`src/hdl/asc_pkg.sv`:
```
// asc_pkg: shared types and codes for the arming sequence controller.
// No dependencies; imported by every module under hdl/.
package asc_pkg;

  localparam int unsigned TimeW = 63;
  localparam int unsigned DurW  = 32;

  typedef enum logic [1:0] {
    ACT_DISARM = 2'd0,
    ACT_ARM    = 2'd1,
    ACT_TICK   = 2'd2
  } action_t;

  typedef enum logic [2:0] {
    PH_DISARMED       = 3'd0,
    PH_ARM_PENDING    = 3'd1,
    PH_ARMING         = 3'd2,
    PH_ARMED          = 3'd3,
    PH_DISARM_PENDING = 3'd4
  } phase_t;

  typedef enum logic [2:0] {
    EV_NONE     = 3'd0,
    EV_DISARM   = 3'd1,
    EV_REJECT   = 3'd2,
    EV_BEGIN    = 3'd3,
    EV_COMPLETE = 3'd4
  } event_t;

  typedef struct packed {
    logic [1:0]       action;
    logic             force_arm;
    logic             pos_fix;
    logic [TimeW-1:0] now_time;
  } item_t;

  typedef struct packed {
    logic       accepted;
    logic [2:0] event_code;
    logic [2:0] phase_now;
  } result_t;

endpackage

```
`src/hdl/asc_in_stage.sv`:
```
// asc_in_stage: input word register with valid/stall handshake.
// Depends on asc_pkg (item_t).
module asc_in_stage (
  input  logic          clk,
  input  logic          rst,
  input  logic          item_valid,
  output logic          item_stall,
  input  asc_pkg::item_t item_in,
  input  logic          advance,   // downstream takes the held word this cycle
  output logic          held_valid,
  output asc_pkg::item_t held_item
);
  import asc_pkg::*;

  logic take;

  // hold off only when a word sits here and cannot move on
  assign item_stall = held_valid && !advance;
  assign take       = item_valid && !item_stall;

  always_ff @(posedge clk) begin
    if (rst) begin
      held_valid <= 1'b0;
    end else begin
      held_valid <= take || (held_valid && !advance);
    end
  end

  always_ff @(posedge clk) begin
    if (take) begin
      held_item <= item_in;
    end
  end

endmodule

```
`src/hdl/asc_core.sv`:
```
// asc_core: phase state machine, deadline and force latch, arming duration register.
// Depends on asc_pkg (phase/event/action codes, item_t, result_t).
module asc_core (
  input  logic                      clk,
  input  logic                      rst,
  input  logic                      step,        // apply held word this cycle
  input  asc_pkg::item_t            item,
  input  logic                      cfg_wr_en,
  input  logic [asc_pkg::DurW-1:0]  cfg_wr_data,
  output asc_pkg::result_t          result
);
  import asc_pkg::*;

  phase_t           phase, phase_next;
  logic [TimeW-1:0] deadline, deadline_next;
  logic             force_latched, force_latched_next;
  logic [DurW-1:0]  arming_duration;

  logic [TimeW:0]   sum;
  logic [TimeW-1:0] sum_sat;
  logic             accepted;
  event_t           ev;

  // deadline sum, saturating at the top of the time range
  assign sum     = {1'b0, item.now_time} + {{(TimeW + 1 - DurW){1'b0}}, arming_duration};
  assign sum_sat = sum[TimeW] ? {TimeW{1'b1}} : sum[TimeW-1:0];

  always_ff @(posedge clk) begin
    if (rst) begin
      arming_duration <= '0;
    end else if (cfg_wr_en) begin
      arming_duration <= cfg_wr_data;
    end
  end

  always_ff @(posedge clk) begin
    if (rst) begin
      phase         <= PH_DISARMED;
      deadline      <= '0;
      force_latched <= 1'b0;
    end else if (step) begin
      phase         <= phase_next;
      deadline      <= deadline_next;
      force_latched <= force_latched_next;
    end
  end

  always_comb begin
    phase_next         = phase;
    deadline_next      = deadline;
    force_latched_next = force_latched;
    accepted           = 1'b0;
    ev                 = EV_NONE;
    case (item.action)
      ACT_DISARM: begin
        phase_next         = PH_DISARM_PENDING;
        deadline_next      = '0;
        force_latched_next = 1'b0;
        accepted           = 1'b1;
      end
      ACT_ARM: begin
        if (phase == PH_DISARMED) begin
          phase_next         = PH_ARM_PENDING;
          force_latched_next = item.force_arm;
          accepted           = 1'b1;
        end
      end
      ACT_TICK: begin
        case (phase)
          PH_DISARM_PENDING: begin
            phase_next    = PH_DISARMED;
            deadline_next = '0;
            ev            = EV_DISARM;
          end
          PH_ARM_PENDING: begin
            if (!force_latched && !item.pos_fix) begin
              phase_next = PH_DISARMED;
              ev         = EV_REJECT;
            end else begin
              phase_next    = PH_ARMING;
              deadline_next = sum_sat;
              ev            = EV_BEGIN;
            end
          end
          PH_ARMING: begin
            if (item.now_time >= deadline) begin
              phase_next    = PH_ARMED;
              deadline_next = '0;
              ev            = EV_COMPLETE;
            end
          end
          default: begin
            ev = EV_NONE;
          end
        endcase
      end
      default: begin
        // unused action code: report phase, change nothing
        accepted = 1'b0;
      end
    endcase
  end

  assign result.accepted   = accepted;
  assign result.event_code = ev;
  assign result.phase_now  = phase_next;

endmodule

```
`src/hdl/asc_out_stage.sv`:
```
// asc_out_stage: result word register with valid/stall handshake.
// Depends on asc_pkg (result_t).
module asc_out_stage (
  input  logic             clk,
  input  logic             rst,
  input  logic             load_valid,  // a word is offered from the core
  input  asc_pkg::result_t load_result,
  output logic             free,        // register can take a word this cycle
  output logic             result_valid,
  input  logic             result_stall,
  output asc_pkg::result_t held_result
);
  import asc_pkg::*;

  assign free = !result_valid || !result_stall;

  always_ff @(posedge clk) begin
    if (rst) begin
      result_valid <= 1'b0;
    end else if (free) begin
      result_valid <= load_valid;
    end
  end

  always_ff @(posedge clk) begin
    if (free && load_valid) begin
      held_result <= load_result;
    end
  end

endmodule

```
`src/hdl/arming_sequence_controller.sv`:
```
// Arming sequence controller: five-phase arm/disarm state machine.
// Depends on asc_pkg, asc_in_stage, asc_core, asc_out_stage.
//
// Usage
//   Input channel (item_valid / item_stall) carries one word per request or
//   tick: action (0 disarm, 1 arm, 2 tick), force_arm, pos_fix, now_time.
//   Output channel (result_valid / result_stall) returns exactly one word per
//   input word: accepted, event_code, phase_now.
//   cfg_wr_en / cfg_wr_data write the 32-bit arming duration (us); write only
//   while no word is in flight.
// Timing
//   A word accepted from the input channel sits in the input register, is applied to the
//   state on the edge that the result register takes it, and shows on the output from that edge.
//   One word per cycle sustained while result_stall is low; the path between the registers is the
//   63-bit deadline add in parallel with the 63-bit deadline compare.
// Reset (rst, synchronous): phase disarmed, deadline and force latch cleared,
//   arming duration 0, both channels empty.
// Stall: while result_stall holds a valid result, the input register keeps
//   its word and item_stall rises once that register is also full.
module arming_sequence_controller (
  input  logic                      clk,
  input  logic                      rst,
  input  logic                      item_valid,
  output logic                      item_stall,
  input  logic [1:0]                action,
  input  logic                      force_arm,
  input  logic                      pos_fix,
  input  logic [asc_pkg::TimeW-1:0] now_time,
  output logic                      result_valid,
  input  logic                      result_stall,
  output logic                      accepted,
  output logic [2:0]                event_code,
  output logic [2:0]                phase_now,
  input  logic                      cfg_wr_en,
  input  logic [asc_pkg::DurW-1:0]  cfg_wr_data
);
  import asc_pkg::*;

  item_t   item_in, held_item;
  logic    held_valid;
  logic    out_free;
  logic    step;
  result_t core_result, held_result;

  assign item_in.action     = action;
  assign item_in.force_arm  = force_arm;
  assign item_in.pos_fix    = pos_fix;
  assign item_in.now_time   = now_time;

  // held word moves into the result register whenever that register is free
  assign step = held_valid && out_free;

  asc_in_stage u_in (
    .clk        (clk),
    .rst        (rst),
    .item_valid (item_valid),
    .item_stall (item_stall),
    .item_in    (item_in),
    .advance    (out_free),
    .held_valid (held_valid),
    .held_item  (held_item)
  );

  // state updates on the same edge the result is captured
  asc_core u_core (
    .clk         (clk),
    .rst         (rst),
    .step        (step),
    .item        (held_item),
    .cfg_wr_en   (cfg_wr_en),
    .cfg_wr_data (cfg_wr_data),
    .result      (core_result)
  );

  asc_out_stage u_out (
    .clk          (clk),
    .rst          (rst),
    .load_valid   (held_valid),
    .load_result  (core_result),
    .free         (out_free),
    .result_valid (result_valid),
    .result_stall (result_stall),
    .held_result  (held_result)
  );

  assign accepted   = held_result.accepted;
  assign event_code = held_result.event_code;
  assign phase_now  = held_result.phase_now;

endmodule

```
`config.mk`:
```
export PLATFORM = sky130hd
export DESIGN_NAME = arming_sequence_controller
export DESIGN_NICKNAME = d
export VERILOG_FILES = /design/src/hdl/asc_pkg.sv /design/src/hdl/asc_in_stage.sv /design/src/hdl/asc_core.sv /design/src/hdl/asc_out_stage.sv /design/src/hdl/arming_sequence_controller.sv
export SDC_FILE = /design/constraint.sdc
export NUM_CORES = 1
export LEC_CHECK = 0
export BUFFER_PORTS_ARGS = -buffer_cell sky130_fd_sc_hd__buf_2
export CORE_ASPECT_RATIO = 1.4
export CORE_MARGIN = 5
export CORE_UTILIZATION = 40
export CTS_CLUSTER_DIAMETER = 60
export DETAILED_ROUTE_END_ITERATION = 8
export PLACE_DENSITY = 0.58
export SETUP_SLACK_MARGIN = 0.5
export SKIP_CTS_REPAIR_TIMING = 1
export SYNTH_ARGS = -nofsm -noshare
export SYNTH_HDL_FRONTEND = slang
export SYNTH_SLANG_ARGS = --single-unit
```
`constraint.sdc`:
```
create_clock -name clk -period 4.2 [get_ports clk]
set_input_delay 0.42 -clock clk [delete_from_list [all_inputs] [get_ports clk]]
set_output_delay 0.42 -clock clk [all_outputs]
set_load 0.01 [all_outputs]
```
# == After elaboration in Yosys (flattened, before gate mapping) ==
# Cells that the tools add are included.
# W data, S select, Z words.
# totals
word_cells,59
output_inout_bits,9
latch_bits,0
ram_bits,0
input_bits,104
mem_bits_ro,0
memories,0
reg_bits,175
# op_classes
mul,0
add_sub_neg,1
muxes,17
div,0
bitwise,0
eq_ne,9
n_lt_le_gt_ge,1
n_shift,0
n_reduce_logical,18
# op_table
cell,n
$mux W63,3
$pmux W63 S3,1
$pmux W63 S2,1
$add A63 B32 Y64,1
$ge A63 B63 Y1,1
$pmux W3 S3,3
$mux W3,3
$logic_not A1 Y1,6
$reduce_and A5 Y1,1
$logic_and A1 B1 Y1,4
$ne A4 B3 Y1 const B,1
$pmux W1 S2,2
$reduce_bool A2 Y1,2
$eq A3 B1 Y1 const B,1
$eq A3 B2 Y1 const B,1
$eq A3 B3 Y1 const B,1
$logic_not A3 Y1,1
$mux W1,3
$ne A3 B2 Y1 const B,1
$ne A3 B3 Y1 const B,1
$reduce_and A3 Y1,1
$eq A2 B1 Y1 const B,1
$eq A2 B2 Y1 const B,1
$logic_not A2 Y1,1
other kinds (3),4

# == Longest topological paths before layout ==
# depth
word_depth,7
depth_mapped,12
ltp_nobuf,12

# == By module ==
# A second synthesis with hierarchy kept.
# hier_totals
hier_cells,1028
area_unflattened_um2,9965.8
# by_module_without_submodules
mod,instances,cells_each,seq_area_each_um2,area_each_um2
asc_core,1,944,1981.9,7648.6
asc_in_stage,1,71,2031.9,2062.0
asc_out_stage,1,12,230.2,249.0
arming_sequence_controller,1,1,0.0,6.3

# == Least setup slack after synthesis ==
# No wires, ideal clock.
# synth_timing
path_type,input to register
start,in result_stall
end,reg u_in.held_item[0] (netlist name)
stages,2
slack_ns,0.062
required_time_ns,3.700
setup_time_ns,0.500
path_buffers,0
t_arrival_ns,3.638
path_cell_list,and3_1 > nor2b_1
# synth_via
elab_chain_len,6
# synth_rtl
item,line,text
start: declaration,arming_sequence_controller.sv:30,"input logic result_stall,"
$logic_not A1 Y1,asc_out_stage.sv:15,assign free = !result_valid || !result_stall;
$logic_or A1 B1 Y1,asc_out_stage.sv:15,
$logic_not A1 Y1,asc_in_stage.sv:18,assign item_stall = held_valid && !advance;
$logic_and A1 B1 Y1,asc_in_stage.sv:18,
$logic_not A1 Y1,asc_in_stage.sv:19,assign take = item_valid && !item_stall;
$logic_and A1 B1 Y1,asc_in_stage.sv:19,
via u_in.take,asc_in_stage.sv:15,logic take;
# The timed path passes the listed nets, and every way through them passes these cells.
# A chain may end at the register's enable or synchronous reset.

# == Worst setup path in the final report ==
# layout_timing
start,reg u_in.held_item[0] (netlist name)
end,reg u_core.deadline[42]
# layout_via
elab_chain_len,5
elab_cells_between_ends,8
cone_classes,add/sub (1); order compare (1); eq/ne (1); mux (4); reduce/logical (1)
# layout_rtl
item,line,text
$add A63 B32 Y64,asc_core.sv:25,"assign sum = {1'b0, item.now_time} + {{(TimeW + 1 - DurW){1'b0}}, arming_duration};"
$mux W63,asc_core.sv:26,assign sum_sat = sum[TimeW] ? {TimeW{1'b1}} : sum[TimeW-1:0];
$mux W63,asc_core.sv:76,if (!force_latched && !item.pos_fix) begin
$pmux W63 S3,asc_core.sv:69,case (phase)
$pmux W63 S2,asc_core.sv:54,case (item.action)
end signal: assignment,asc_core.sv:43,deadline <= deadline_next;
end: declaration,asc_core.sv:15,"logic [TimeW-1:0] deadline, deadline_next;"
# Several ways; a longest one is shown, not always the timed one. The select of a mux whose other input is x is not followed.

==> reports/results.ini <==
[layout]
seqCellArea_um2 = 4244
multi_input_area_um2 = 5276
area_growth_pct = 15.31
final_cell_mix = buf_2, dfxtp_1, a21oi_1, ha_1, inv_1
fillers = 2419
fin_nets = 1318
antenna_cells = 0
final_cell_area_um2 = 11480
final_layout_size_suffix_gt1_frac = 0.1565
final_common_cell = buf_2

[global_routing]
track_usage = 0.1830
grt_pass1_vias = 7913
grt_pass1_wl_um = 40080
grt_start_max_net_pins = 68
antenna_found_initial = 0
gr-total-overflow = 0

[setup_path]
worstPathMaxFanout = 9
cp-end-kind = register
timing.rr.end = u_core.deadline[42]
crit_family = compound AO/OA/AOI/OAI gates
arrival_ps = 3840
crit_path_start = u_in.held_item[0]
cp_slowest_cell = a311o_1
critPathCapture = u_core.deadline[42]
cp-start-kind = register
crit_type = register to register
r2r_cells = 12
crit_chain = ha_1, inv_1, fa_1, nor2b_1, o2111ai_1, a311o_1, a31oi_1, o21ai_1, nand2_1, nand3_1, xnor2_1, a221o_1
slowest_delay_ps = 440
worst-path-stages = 12
reg2reg_slack_ps = 680
reg2reg_from = u_in.held_item[0]
cp_num_buf_inv = 1
required_ps = 4530

[routing]
highest_layer = met4
finalWirelength_um = 25620
num_vias = 7859
drtIter0Drc = 378
wl_per_cell_um = 17.72
firstDrtPassIters = 5
wl_met2_um = 13790
met1_length_um = 10140
drcViolationCount = 0
wl_met3_um = 934
drtAntennaViolNets = 0
viasPerCell = 5.435

[synthesis]
yosysUniqueCellTypes = 72
syn-cell-area_um2 = 9953
yosysWarnings = 0
syn_avg_cell_area_um2 = 9.835
yosysTopAreaCell = edfxtp_1
ys_ff_latch = 175
ys.flop_type = dfxtp_1
async_flop_share = 0
ys_seq_area_frac = 0.4264
synth_cells = 1012
synth_area_leaders = edfxtp_1, dfxtp_1, ha_1, a21o_1, a21oi_1
synth_edf_count = 74
synth_top_area_frac = 0.2233
synth_nets = 1212

[power]
pwr-share-seq = 0.476
power.internal_mw = 2.952
irDropWorstVdd_v = 0.0002837
power_density_nw_per_um2 = 348.4
power_switching_mw = 1.047
p_sw_frac = 0.2618
clkPwrFrac = 0.392
fin_total_pwr_mw = 3.999
power.leakage_nw = 5.023
p_comb_frac = 0.132

[timing]
setup_viol = 0
drv_slew = 0
max_freq_mhz = 284.4
hold_violations = 0
rsz0062_at_grt = false
tightest_slew_ps = 1042
fin_skew_ps = 10.06
timing.final.crit_share = 0.8372
fin_setup_tns_ps = 0
period_minus_slack_ps = 3516
maxSlewHeadroom = 0.3056

[cts]
numClockSinks = 175
cts_buffers = 17
cts-root-buf = clkbuf_16
ctsLongestPathBuffers = 2
htreeDepth = 4
cts_tree = done
path_clk_slew_ps = 70
clock_latency_ps = 440

[job]
max-cap-violations = 0

[floorplan]
start_util = 0.4048
core-area_um2 = 24590
fp.dieW_um = 143.3
io_pins = 113
die_h_um = 196.6
placementRows = 68
dieArea_um2 = 28180

[run_status]
outcome = finished clean

[placed_design]
dpl_cell_area_um2 = 10860
port_buffers = 112
dp_hpwl_um = 19210
gp_congestion = 0.8654

[hold_path]
hold_start = now_time[57]
worst_hold_path_type = input port to register

==> power groups by stage <==
stage / Combinational [mW] / Clock [mW] / Sequential, mW
floorplan: 0.372 / 0 / 1.92
global placement: 0.527 / 0 / 1.94
detailed placement: 0.531 / 0 / 1.94
CTS: 0.533 / 1.62 / 1.90
global route: 0.594 / 1.67 / 1.91
finish: 0.529 / 1.57 / 1.90
==> worst reg2reg max path: stages, from the launching register on <==
cell       delay (ps)
edfxtp_1          350
ha_1              200
inv_1              70
fa_1              400
nor2b_1           160
o2111ai_1         260
a311o_1           440
a31oi_1           310
o21ai_1           220
nand2_1           380
nand3_1           150
xnor2_1           150
a221o_1           310
==> Yosys cell counts (3+ instances only) <==
cell,number
a211o_1,3
a211oi_1,7
a21o_1,68
a21oi_1,100
a221o_1,13
a22o_1,4
a31oi_1,8
and2_1,5
and3_1,14
buf_1,5
buf_2,5
buf_4,3
clkbuf_1,23
dfxtp_1,101
edfxtp_1,74
ha_1,95
inv_1,80
mux2i_1,42
nand2_1,50
nand2b_1,5
nand3_1,27
nand4_1,26
nor2_1,69
nor2b_1,9
nor3_1,15
o2111ai_1,4
o211ai_1,6
o21ai_0,24
o21ai_1,4
o21bai_1,6
o2bb2ai_1,11
o31ai_1,6
or2_2,3
or3_1,9
xnor2_1,25
xor2_1,20
==> layout make-up <==
class                   count  share of cell area
multi-input cells         720              0.4597
well taps                 315             0.03434
clock buffers              21             0.04197
repair buffers            124             0.05887
inverters                  80             0.02616
clock inverters            11            0.009157
flip-flops and latches    175              0.3698
==> flip-flops by register name, indices dropped and copies added (netlist names) <==
signal / count
u_in.held_item: 67
u_core.deadline: 63
u_core.arming_duration: 32
u_out.held_result: 7
u_core.phase: 3
u_core.force_latched: 1
u_in.held_valid: 1
u_out.result_valid: 1
==> stage by stage <==
stage	util	hold slack [ps]	setup WS, ps	instances
detailed placement	0.4417	439.7	591.2	1413
floorplan	-	426.1	1222	1012
global placement	0.4417	434.3	716.9	1413
finish	0.4668	146.0	683.7	1446
global route	0.4668	121.6	515.6	1446
CTS	0.4656	127.1	566.5	1445
==> metal layers <==
layer / track usage / up-vias
met5: 0 / -
met4: 0.06699 / 0
met3: 0.03786 / 44
met2: 0.3392 / 169
met1: 0.2040 / 3721
li1: - / 3925
==> worst min path at each step <==
stage                           to  cells after the start  slack, ps
2_1_floorplan  u_core.deadline[10]                      1        430
3_3_place_gp   u_core.deadline[14]                      1        430
3_5_place_dp   u_core.deadline[23]                      1        440
4_1_cts         u_in.held_item[46]                      1        130
5_1_grt         u_in.held_item[60]                      1        120
6_report        u_in.held_item[57]                      1        150
==> cell families (layout without fill, tap and decap cells) <==
family                   Yosys count  count (layout)  synth area share
buffers and inverters            117             236           0.04664
XOR/XNOR                          45              45           0.03960
multiplexers                      43              43           0.04337
flip-flops                       175             175            0.4264
AND/OR/NAND/NOR                  247             247            0.1251
adder cells (fa/ha/maj)           96              96            0.1214
AO/OA/AOI/OAI                    289             289            0.1975
Note: power is estimated with default switching activity, not from simulation.
